==> config.mk <==
export PLATFORM = sky130hd
export DESIGN_NAME = sensor_channel_reading_converter_unit
export DESIGN_NICKNAME = d
export VERILOG_FILES = /design/src/sv/scrc_pkg.sv /design/src/sv/scrc_ram.sv /design/src/sv/scrc_div.sv /design/src/sv/sensor_channel_reading_converter_unit.sv
export SDC_FILE = /design/constraint.sdc
export NUM_CORES = 2
export LEC_CHECK = 0
export BUFFER_PORTS_ARGS = -buffer_cell sky130_fd_sc_hd__buf_2
export CAP_MARGIN = 15
export CORE_ASPECT_RATIO = 1.25
export CORE_MARGIN = 4
export CORE_UTILIZATION = 55
export DETAILED_ROUTE_END_ITERATION = 10
export GPL_ROUTABILITY_DRIVEN = 0
export PLACE_DENSITY = 0.72
export SLEW_MARGIN = 20
export SYNTH_ARGS = -nofsm -noshare
export SYNTH_HDL_FRONTEND = slang
export SYNTH_SLANG_ARGS = --single-unit
export TNS_END_PERCENT = 100
==> constraint.sdc <==
create_clock -name aclk -period 16.3 [get_ports aclk]
set_clock_uncertainty 0.1 [all_clocks]
set_input_delay 1.63 -clock aclk [delete_from_list [all_inputs] [get_ports aclk]]
set_output_delay 1.63 -clock aclk [all_outputs]
set_load 0.05 [all_outputs]
==> src/sv/scrc_pkg.sv <==
// ----------------------------------------------------------------------------
// scrc_pkg
// Shared types and constants of the sensor channel reading converter.
// ----------------------------------------------------------------------------
package scrc_pkg;

    localparam int          MAX_SLOTS   = 8;
    localparam int          ID_W        = 16;
    localparam int          VAL_W       = 32;
    localparam int          NUMER_W     = 64;
    localparam int          QUO_BITS    = 31;
    localparam int          CNT_W       = 5;
    localparam int          MS_W        = 22;
    localparam int          PROD_W      = VAL_W + MS_W;
    localparam logic [31:0] MS_PER_HOUR = 32'd3600000;

    // unit codes of slot_units
    localparam logic [1:0] UNIT_OFF      = 2'd0;
    localparam logic [1:0] UNIT_HUMIDITY = 2'd1;
    localparam logic [1:0] UNIT_TENTH_C  = 2'd2;
    localparam logic [1:0] UNIT_ENERGY   = 2'd3;

    // configuration register indexes
    localparam logic [2:0] CFG_IDS_LOW   = 3'd0;
    localparam logic [2:0] CFG_IDS_HIGH  = 3'd1;
    localparam logic [2:0] CFG_UNITS     = 3'd2;
    localparam logic [2:0] CFG_IVL_EN    = 3'd3;
    localparam logic [2:0] CFG_INTERVALS = 3'd4;

    typedef enum logic [5:0] {
        ST_IDLE  = 6'b000001,
        ST_LOOK  = 6'b000010,
        ST_MUL   = 6'b000100,
        ST_START = 6'b001000,
        ST_DIV   = 6'b010000,
        ST_OUT   = 6'b100000
    } state_t;

    typedef struct packed {
        logic               start;
        logic [NUMER_W-1:0] numer;
        logic [VAL_W-1:0]   denom;
    } div_req_t;

    typedef struct packed {
        logic             done;
        logic [VAL_W-1:0] quotient;
    } div_rsp_t;

endpackage

==> src/sv/scrc_ram.sv <==
// ----------------------------------------------------------------------------
// scrc_ram
// Generic single-write, single-read RAM with a registered read port.
// ----------------------------------------------------------------------------
module scrc_ram #(
    parameter int  WIDTH = 96,
    parameter int  DEPTH = 8,
    localparam int AW    = (DEPTH > 1) ? $clog2(DEPTH) : 1
) (
    input  logic             aclk,
    input  logic             wr_en,
    input  logic [AW-1:0]    wr_addr,
    input  logic [WIDTH-1:0] wr_data,
    input  logic             rd_en,
    input  logic [AW-1:0]    rd_addr,
    output logic [WIDTH-1:0] rd_data
);

    logic [WIDTH-1:0] mem [DEPTH];

    always_ff @(posedge aclk) begin
        if (wr_en) begin
            mem[wr_addr] <= wr_data;
        end
        if (rd_en) begin
            rd_data <= mem[rd_addr];
        end
    end

endmodule

==> src/sv/scrc_div.sv <==
// ----------------------------------------------------------------------------
// scrc_div
// Bit-serial restoring divider, saturating to a 31-bit positive quotient.
// ----------------------------------------------------------------------------
module scrc_div
    import scrc_pkg::*;
(
    input  logic     aclk,
    input  logic     aresetn,
    input  div_req_t req,
    output div_rsp_t rsp
);

    logic [VAL_W-1:0]    rem_reg;
    logic [QUO_BITS-1:0] low_reg;
    logic [QUO_BITS-1:0] quo_reg;
    logic [CNT_W-1:0]    cnt_reg;
    logic                busy_reg;
    logic                done_reg;

    logic [VAL_W:0]   trial;
    logic             fits;
    logic [VAL_W:0]   head;
    logic             sat;

    // quotient overflows 31 bits exactly when the upper numerator part reaches denom
    assign head  = req.numer[NUMER_W-1:QUO_BITS];
    assign sat   = head >= {1'b0, req.denom};
    assign trial = {rem_reg, low_reg[QUO_BITS-1]};
    assign fits  = trial >= {1'b0, req.denom};

    always_ff @(posedge aclk) begin
        if (!aresetn) begin
            busy_reg <= 1'b0;
            done_reg <= 1'b0;
            cnt_reg  <= '0;
        end else begin
            done_reg <= 1'b0;
            if (req.start) begin
                if (sat) begin
                    quo_reg  <= '1;
                    done_reg <= 1'b1;
                end else begin
                    rem_reg  <= head[VAL_W-1:0];
                    low_reg  <= req.numer[QUO_BITS-1:0];
                    cnt_reg  <= CNT_W'(QUO_BITS);
                    busy_reg <= 1'b1;
                end
            end else if (busy_reg) begin
                if (fits) begin
                    rem_reg <= VAL_W'(trial - {1'b0, req.denom});
                end else begin
                    rem_reg <= trial[VAL_W-1:0];
                end
                low_reg <= {low_reg[QUO_BITS-2:0], 1'b0};
                quo_reg <= {quo_reg[QUO_BITS-2:0], fits};
                cnt_reg <= cnt_reg - 1'b1;
                if (cnt_reg == CNT_W'(1)) begin
                    busy_reg <= 1'b0;
                    done_reg <= 1'b1;
                end
            end
        end
    end

    assign rsp.done     = done_reg;
    assign rsp.quotient = {1'b0, quo_reg};

endmodule

==> src/sv/sensor_channel_reading_converter_unit.sv <==
// ----------------------------------------------------------------------------
// sensor_channel_reading_converter_unit
// Matches a channel record to a slot, applies the slot's report interval and
// converts the reading; energy slots yield power from count and clock deltas.
// ----------------------------------------------------------------------------
//  channel  | direction | handshake         | payload
//  s_       | in        | s_valid / s_ready | channel_id, raw_value, sample_clock, now_seconds
//  m_       | out       | m_valid / m_ready | slot_index, channel_out, unit_kind, reading
//  cfg_     | in        | cfg_wr_en         | cfg_index, cfg_wdata
//
//  One word is in work at a time. An unknown id is dropped without leaving the
//  idle state, a dropped or pass-through word goes through the slot lookup, and
//  a power word through the serial divider: one quotient bit per cycle over 31 bits.
//  Slot state sits in one RAM read in the accept cycle; per-slot valid flops
//  are cleared by reset, so no clearing pass is needed.
//  The output register holds one result; a further result waits until it is taken.
// ----------------------------------------------------------------------------
module sensor_channel_reading_converter_unit
    import scrc_pkg::*;
#(
    parameter int SLOTS = 8
) (
    input  logic              aclk,
    input  logic              aresetn,

    input  logic              cfg_wr_en,
    input  logic [2:0]        cfg_index,
    input  logic [63:0]       cfg_wdata,

    input  logic              s_valid,
    output logic              s_ready,
    input  logic [15:0]       s_channel_id,
    input  logic signed [31:0] s_raw_value,
    input  logic [31:0]       s_sample_clock,
    input  logic [31:0]       s_now_seconds,

    output logic              m_valid,
    input  logic              m_ready,
    output logic [2:0]        m_slot_index,
    output logic [15:0]       m_channel_out,
    output logic [1:0]        m_unit_kind,
    output logic signed [31:0] m_reading
);

    localparam int AW     = (SLOTS > 1) ? $clog2(SLOTS) : 1;
    localparam int ENTRY_W = 3 * VAL_W;

    // configuration
    logic [63:0] ids_low_reg;
    logic [63:0] ids_high_reg;
    logic [15:0] units_reg;
    logic [7:0]  ivl_en_reg;
    logic [63:0] intervals_reg;

    state_t state_reg;
    state_t state_next;

    logic [2:0]       slot_reg;
    logic [1:0]       unit_reg;
    logic [15:0]      chan_reg;
    logic [31:0]      raw_reg;
    logic [31:0]      clk_reg;
    logic [31:0]      now_reg;
    logic [31:0]      dcount_reg;
    logic [31:0]      dt_reg;
    logic [PROD_W-1:0] product_reg;
    logic [31:0]      result_reg;

    logic             m_valid_reg;
    logic [2:0]       m_slot_reg;
    logic [15:0]      m_chan_reg;
    logic [1:0]       m_unit_reg;
    logic [31:0]      m_reading_reg;

    logic             seen_reg   [SLOTS];
    logic             na_vld_reg [SLOTS];

    logic [7:0][15:0] slot_ids;
    logic [7:0][1:0]  slot_units;
    logic [7:0][7:0]  slot_gaps;

    logic             accept;
    logic             match_found;
    logic [2:0]       match_slot;

    logic [AW-1:0]      slot_addr;
    logic [ENTRY_W-1:0] rd_entry;
    logic [ENTRY_W-1:0] wr_entry;
    logic [31:0]        old_na;
    logic [31:0]        old_count;
    logic [31:0]        old_clock;
    logic [31:0]        new_na;
    logic [31:0]        dcount;
    logic [31:0]        dt;
    logic               ivl_on;
    logic               pass;
    logic               is_energy;
    logic               emit_power;
    logic               ram_wr_en;
    logic               out_load;

    div_req_t div_req;
    div_rsp_t div_rsp;

    assign slot_ids   = {ids_high_reg, ids_low_reg};
    assign slot_units = units_reg;
    assign slot_gaps  = intervals_reg;

    assign s_ready = (state_reg == ST_IDLE);
    assign accept  = s_valid && s_ready;

    // lowest active slot with this id wins
    always_comb begin
        match_found = 1'b0;
        match_slot  = '0;
        for (int i = SLOTS - 1; i >= 0; i--) begin
            if (slot_units[i] != UNIT_OFF && slot_ids[i] == s_channel_id) begin
                match_found = 1'b1;
                match_slot  = 3'(i);
            end
        end
    end

    assign slot_addr = slot_reg[AW-1:0];

    assign old_na    = na_vld_reg[slot_addr] ? rd_entry[3*VAL_W-1:2*VAL_W] : '0;
    assign old_count = rd_entry[2*VAL_W-1:VAL_W];
    assign old_clock = rd_entry[VAL_W-1:0];
    assign ivl_on    = ivl_en_reg[slot_reg];
    assign pass      = !(ivl_on && (old_na > now_reg));
    assign new_na    = ivl_on ? (now_reg + 32'(slot_gaps[slot_reg])) : old_na;
    assign is_energy = (unit_reg == UNIT_ENERGY);
    assign dcount    = raw_reg - old_count;
    assign dt        = clk_reg - old_clock;
    assign emit_power = seen_reg[slot_addr] && (dt != '0) && (dt < MS_PER_HOUR);

    assign ram_wr_en = (state_reg == ST_LOOK) && pass;
    assign wr_entry  = is_energy ? {new_na, raw_reg, clk_reg}
                                 : {new_na, old_count, old_clock};

    assign out_load  = (state_reg == ST_OUT) && (!m_valid_reg || m_ready);

    scrc_ram #(
        .WIDTH (ENTRY_W),
        .DEPTH (SLOTS)
    ) u_state_ram (
        .aclk    (aclk),
        .wr_en   (ram_wr_en),
        .wr_addr (slot_addr),
        .wr_data (wr_entry),
        .rd_en   (accept),
        .rd_addr (match_slot[AW-1:0]),
        .rd_data (rd_entry)
    );

    assign div_req.start = (state_reg == ST_START);
    assign div_req.numer = NUMER_W'(product_reg);
    assign div_req.denom = dt_reg;

    scrc_div u_div (
        .aclk    (aclk),
        .aresetn (aresetn),
        .req     (div_req),
        .rsp     (div_rsp)
    );

    always_comb begin
        state_next = state_reg;
        case (state_reg)
            ST_IDLE: begin
                if (accept && match_found) begin
                    state_next = ST_LOOK;
                end
            end
            ST_LOOK: begin
                if (!pass) begin
                    state_next = ST_IDLE;
                end else if (!is_energy) begin
                    state_next = ST_OUT;
                end else if (emit_power) begin
                    state_next = ST_MUL;
                end else begin
                    state_next = ST_IDLE;
                end
            end
            ST_MUL:   state_next = ST_START;
            ST_START: state_next = ST_DIV;
            ST_DIV: begin
                if (div_rsp.done) begin
                    state_next = ST_OUT;
                end
            end
            ST_OUT: begin
                if (out_load) begin
                    state_next = ST_IDLE;
                end
            end
            default:  state_next = ST_IDLE;
        endcase
    end

    always_ff @(posedge aclk) begin
        if (!aresetn) begin
            state_reg     <= ST_IDLE;
            m_valid_reg   <= 1'b0;
            ids_low_reg   <= '0;
            ids_high_reg  <= '0;
            units_reg     <= '0;
            ivl_en_reg    <= '0;
            intervals_reg <= '0;
            for (int i = 0; i < SLOTS; i++) begin
                seen_reg[i]   <= 1'b0;
                na_vld_reg[i] <= 1'b0;
            end
        end else begin
            state_reg <= state_next;

            if (cfg_wr_en) begin
                case (cfg_index)
                    CFG_IDS_LOW:   ids_low_reg   <= cfg_wdata;
                    CFG_IDS_HIGH:  ids_high_reg  <= cfg_wdata;
                    CFG_UNITS:     units_reg     <= cfg_wdata[15:0];
                    CFG_IVL_EN:    ivl_en_reg    <= cfg_wdata[7:0];
                    CFG_INTERVALS: intervals_reg <= cfg_wdata;
                    default: ;
                endcase
            end

            if (ram_wr_en) begin
                na_vld_reg[slot_addr] <= 1'b1;
                if (is_energy) begin
                    seen_reg[slot_addr] <= 1'b1;
                end
            end

            // drop the held word once taken, unless a new one replaces it
            if (out_load) begin
                m_valid_reg <= 1'b1;
            end else if (m_ready) begin
                m_valid_reg <= 1'b0;
            end
        end
    end

    always_ff @(posedge aclk) begin
        if (accept) begin
            slot_reg <= match_slot;
            unit_reg <= slot_units[match_slot];
            chan_reg <= s_channel_id;
            raw_reg  <= s_raw_value;
            clk_reg  <= s_sample_clock;
            now_reg  <= s_now_seconds;
        end
        if (state_reg == ST_LOOK) begin
            dcount_reg <= dcount;
            dt_reg     <= dt;
            result_reg <= raw_reg;
        end
        if (state_reg == ST_MUL) begin
            product_reg <= PROD_W'(dcount_reg) * PROD_W'(MS_PER_HOUR);
        end
        if (state_reg == ST_DIV && div_rsp.done) begin
            result_reg <= div_rsp.quotient;
        end
        if (out_load) begin
            m_slot_reg    <= slot_reg;
            m_chan_reg    <= chan_reg;
            m_unit_reg    <= unit_reg;
            m_reading_reg <= result_reg;
        end
    end

    assign m_valid       = m_valid_reg;
    assign m_slot_index  = m_slot_reg;
    assign m_channel_out = m_chan_reg;
    assign m_unit_kind   = m_unit_reg;
    assign m_reading     = m_reading_reg;

    // assertions

    a_div_done_in_div: assert property (@(posedge aclk) disable iff (!aresetn)
        div_rsp.done |-> (state_reg == ST_DIV))
        else $error("divider finished outside the divide state");

    a_out_holds: assert property (@(posedge aclk) disable iff (!aresetn)
        (state_reg == ST_OUT && m_valid_reg && !m_ready) |=> (state_reg == ST_OUT))
        else $error("pending result left before the output register freed");

    a_power_positive: assert property (@(posedge aclk) disable iff (!aresetn)
        (m_valid_reg && m_unit_reg == UNIT_ENERGY) |-> !m_reading_reg[31])
        else $error("power reading not saturated to a positive value");

    a_look_after_accept: assert property (@(posedge aclk) disable iff (!aresetn)
        (state_reg == ST_LOOK) |-> $past(accept))
        else $error("slot lookup without an accepted word");

endmodule

Word level (Yosys, flattened, before mapping)
Memory sizes are Yosys's and may differ from the RTL's. A register that Yosys moved wholly into a read port is not among the register bits. Index checks and enable logic that the tools add are counted.

Output and inout port bits: 55. Logic and storage cells: 185. Bits of input ports: 184. Memories kept: 3. Bits in writable memories: 784. Register bits: 637.

$add $sub $neg: 5. Reductions and logical operators: 43. Order comparisons: 6. Equality and inequality tests: 25. Mux-type cells: 74. $mul: 1.

Memory list: u_state_ram.mem (words 8, bits a word 96, read ports 1, clocked after Yosys merged registers in 1, wr ports 1, RTL line scrc_ram.sv:19) `logic [WIDTH-1:0] mem [DEPTH];`; na_vld_reg (words 8, bits a word 1, read ports 1, clocked after Yosys merged registers in 1, wr ports 8, RTL line sensor_channel_reading_converter_unit.sv:76) `logic na_vld_reg [SLOTS];`; seen_reg (words 8, bits a word 1, read ports 1, clocked after Yosys merged registers in 1, wr ports 8, RTL line sensor_channel_reading_converter_unit.sv:75) `logic seen_reg [SLOTS];`.

Operator list (number): 2-to-1 mux 31 bit (8); 2-to-1 mux 32 bit (6); equality test 16 bit (8); subtractor 32 bit (3); 2-to-1 mux 64 bit (1); multiplier 32 x 15 -> 47 bit (second input constant) (1); 2-to-1 mux 3 bit (13); one-hot mux 6 bit (6 select lines) (1); greater-or-equal comparator 33 x 32 -> 1 bit (1); adder 32 x 8 -> 32 bit (1); greater-or-equal comparator 23 x 32 -> 1 bit (1); greater-than comparator 32 bit (1); less-than comparator 32 x 22 -> 1 bit (second input constant) (1); 2-to-1 mux 1 bit (32); nonzero test 32 bit (1); 2-to-1 mux 6 bit (5); binary-select mux 8 bit (select 3 bit) (1); nonzero test 2 bit (11); logical AND 1 bit (16); 2-to-1 mux 5 bit (3); AND reduction 2 bit (6); AND reduction 3 bit (3); less-than comparator 3 x 4 -> 1 bit (second input constant) (2); 2-to-1 mux 8 bit (1); 21 further kinds (27).

Longest topological paths before layout
Depth after elaboration: 13. Mapped depth: 24. Depth with buffers taken out: 24.

Hierarchy
From an unflattened synthesis, not the netlist that was laid out.

Cells, all modules: 5587. Area, all modules: 76294.4 um2.

By module, submodules not included: sensor_channel_reading_converter_unit (times used 1, area each 37442.2 um2, seq. area each 14243.7 um2, cells each 3671); scrc_ram (times used 1, area each 31766.7 um2, seq. area each 25944.9 um2, cells each 1219); scrc_div (times used 1, area each 7085.5 um2, seq. area each 2962.8 um2, cells each 697).

Worst setup path before layout
Ideal clock, no wire load.

Path type: reg2reg. From: register with a tool-made name. To: memory u_state_ram.mem[4][0], enable pin. Arrival: 10.087 ns. Library setup time: 0.668 ns. Period minus slack after synthesis: 10.855 ns. Cell stages (with the launch flop): 18. Path slack: 5.445 ns. Buffers on the path: 2. Data required time: 15.532 ns. Path through: dfxtp_1 > mux4_2 > mux2_2 > clkbuf_1 > and2_1 > ha_1 > a21o_1 > a21o_1 > a21o_1 > a21o_1 > a21oi_1 > o21ai_0 > a221oi_1 > a311oi_1 > nor2_1 > nand2_1 > clkbuf_1 > nor3_1.

RTL lines (RTL line): end, declared (scrc_ram.sv:19).

Final worst setup path
From: register dcount_reg[11]. To: register product_reg[53], data pin.

Cells in the longest elaborated chain, start to end: 1.

RTL lines: start, declared (RTL line sensor_channel_reading_converter_unit.sv:64) `logic [31:0] dcount_reg;`; start signal, assigned (RTL line sensor_channel_reading_converter_unit.sv:255) `dcount_reg <= dcount;`; multiplier 32 x 15 -> 47 bit (RTL line sensor_channel_reading_converter_unit.sv:260) `product_reg <= PROD_W'(dcount_reg) * PROD_W'(MS_PER_HOUR);`; end signal, assigned (RTL line sensor_channel_reading_converter_unit.sv:260); end, declared (RTL line sensor_channel_reading_converter_unit.sv:66) `logic [PROD_W-1:0] product_reg;`.

No other way between the ends. A chain may end at the register's enable or synchronous reset.

==> results.md <==
- Status: complete, no violations
- Max clock buf depth: 3
- Worst slew margin: 22.1%
- Setup TNS: 0 ns
- Final Setup Violations: 0
- Initial antenna violation count: 13
- Highest clock frequency the design can meet: 140 MHz
- Die boundary height: between 400 and 500 um
- Buffers added on ports: 238
- Vias after detailed routing: 49.1k
- Cell leakage power: 0.0338 uW
- CTS H-Tree Depth: 4
- Clock input transition at the sequential cells of the worst setup and hold paths: 0.06 ns
- Power per cell area: ~95 nW/um2
- Ratio of cells with drive above 1 in the final layout: 10.9%
- Vias per std cell: 5.89
- FP Rows: roughly 150
- Post-synth EDFFs: 1263
- Area contributors post-synth: edfxtp_1 50%, dfxtp_1 6.6%, fa_1 6.4%
- CP endpoint kind: register
- Overflow after GRT: 0
- Registers with the most flip-flops: u_state_ram.mem x768, u_state_ram.rd_data x96
- Pin count of the biggest net entering global routing: 141
- Vias in the first global route: 49.0k
- Metal-1 WL: 76.9 mm
- Min-Delay Path Class: register to register
- Min Clock Period, post-route: 7.12 ns
- Die Outline Area: 145000 um2
- Clock Tree Root: clkbuf_16
- Core Util, Final: 61.2%
- Final net count: 7141
- Largest area contributor in the synthesized netlist: edfxtp_1
- Number of nets with antenna violations after routing: 0
- Number of gates resized after cts: 0
- Worst hold margin: about 0.32 ns
- Number of failing hold endpoints at the final stage: 0
- Total CTS buffers: 148
- Leading cell type in the layout, fill and taps excluded: edfxtp_1
- Relative area change from synthesis to final layout: 10.3%
- Transition time at the pin with the least slew margin: 1.16 ns
- Largest register FFs: 768
- Hold bufs inserted after CTS: 0
- Highest-count cells in the layout ignoring fill and taps: 1263 x edfxtp_1, 873 x nand2_1, 480 x inv_1, 342 x ha_1, 313 x mux2i_1
- TritonCTS clock tree: built
- Total DRC errors in the routed layout: 0
- Sequential cell area fraction in the yosys report: a little under three fifths
- Maximum capacitance violations: 0
- Clock Sink Count: between 1.5k and 2k
- Critical Path RT: ~17 ns
- Routed wire per std cell: roughly 23 um
- Max VDD drop: 0.115 mV
- Max Used Layer: met5
- Largest reg by FF count: u_state_ram.mem
- Worst skew pair latency: 0.78 ns
- Buffers inserted during post-CTS setup optimization: 0
- FILL cells: 10.7k
- Async S/R FF share, synth: 0%
- Wire length of the first global-routing pass: 291 mm
- Die span in x: 341 um
- Average instance area after synthesis: 12.4 um2
- Total standard cell area after synthesis: 76400 um2
- Final routed wirelength across all metal layers: 191 mm
- Reg2reg setup slack: 9.18 ns
- Half-perimeter wire length after detailed placement: 131 mm
- Gate count after technology mapping: between 6k and 7k
- Starting DRC count in detailed routing: roughly 4.8k
- Top-area cell type share of the netlist area: between 40 and 50%
- Synthesis-stage register bit count: 1513
- Routed length on met3: 14.5 mm
- Critical path type: register to register
- Length of routed met2 wiring: 92.4 mm
- RSZ-0062 raised after global routing: false
- Initial core utilization: a little under three fifths
- Kind of launch point of the worst setup path: register
- Final cycle utilization of the critical path: 43.7%
- Total count of max-transition violations in the final report: 0
- Sequential cell area: 42900 um2
- Post-Syn Nets: 6939
- Maximum net fanout on the critical path: 9
- Most instantiated flip-flop cell in the synthesis netlist: edfxtp_1
- Number of library cell types mapped by synthesis: 84
- Yosys warns: 0
- Global router's overall resource usage: a little over a quarter
- Placeable core region: between 100000 and 150000 um2
- I/O pins: ~240
- Endpoint arrival time on the critical path: 7.53 ns
- Iteration count of the initial detailed-routing pass: 7
- Area taken by multi-input logic gates: slightly above 30000 um2
cells in the mapped netlist (8+ instances only):
cell type / number
clkbuf_1: 170
a22oi_1: 8
nor4_1: 23
a211oi_1: 19
o21ai_0: 292
or4_1: 12
nand2b_1: 55
o21a_1: 37
inv_1: 482
nand3_1: 63
xnor2_1: 214
a221oi_1: 114
buf_2: 31
and2_1: 44
and3_1: 28
o21bai_1: 11
nor3_1: 62
mux2_2: 140
fa_1: 244
nand4_1: 52
nor4b_1: 9
xor2_1: 76
dfxtp_1: 250
a21oi_1: 180
a21boi_0: 223
or3_1: 9
a21o_1: 89
nand2_1: 875
nor2b_1: 30
edfxtp_1: 1263
mux4_2: 8
ha_1: 342
nor2_1: 191
mux2i_1: 313
a31oi_1: 21
buf_1: 11
buf_4: 25
o31ai_1: 12
per-layer routing:
metal	global-route usage (%)	vias up
met2	43.2	1925
met3	4.78	389
met1	34.5	24300
met4	10.1	14
met5	0	-
li1	-	22500
where the power goes:
| group | leakage (uW) | internal (uW) | switching [uW] | total [uW] |
|---|---|---|---|---|
| combinational | 0.0178 | 115 | 244 | 358 |
| sequential | 0.0137 | 4220 | 30.5 | 4250 |
| clock | 0.00235 | 1980 | 1450 | 3430 |
path summary, 6_finish.rpt:
| kind | from | endpoint | depth (start not counted) |
|---|---|---|---|
| min | result_reg[21] | m_reading[21] | 0 |
| min reg2reg | result_reg[21] | m_reading[21] | 0 |
| max | dcount_reg[11] | product_reg[53] | 20 |
| max reg2reg | dcount_reg[11] | product_reg[53] | 20 |
per-stage QoR:
stage               instances  power [uW]  area (um2)  worst slack [ns]
floorplan                6169        4530       76400              5.45
finish                   8332        8040       84300              9.18
CTS                      8328        8080       84200              9.16
detailed placement       8068        4680       79400              9.19
global route             8330        8290       84300              8.81
global placement         8066        4670       79400              9.23
final cells by class:
type,count,area share [%]
Antenna cell,3,0.00891
Clock buffer,191,4.76
Clock inverter,69,0.941
Inverter,484,2.17
Multi-Input combinational cell,3928,36.4
Sequential cell,1513,50.9
Tap cell,1848,2.74
Timing Repair Buffer,296,2.01
critical path, cell delays in order (launching register included):
cell	delay (ns)
edfxtp_1	0.57
fa_1	0.60
inv_1	0.05
fa_1	0.50
inv_1	0.05
fa_1	0.54
fa_1	0.42
fa_1	0.49
inv_1	0.05
fa_1	0.47
inv_1	0.04
ha_1	0.36
nand2_1	0.11
or3_1	0.37
o21ai_0	0.16
a21o_1	0.20
a31oi_1	0.17
o21ai_0	0.70
a31oi_1	0.30
o41ai_1	0.47
xnor2_1	0.13
logic make-up (layout without fill, tap and decap cells):
kind of cell	after synthesis	after routing	synth area share, %
AND/OR/NAND/NOR	1496	1496	8.72
AO/OA/AOI/OAI	1092	1092	9.50
multiplexers	461	461	6.40
flip-flops	1513	1513	56.2
XOR/XNOR	290	290	3.33
other	0	3	0
buffers and inverters	728	1040	3.81
adder cells (fa/ha/maj)	589	589	12.0
No activity file was read; power rests on OpenSTA's default activity.
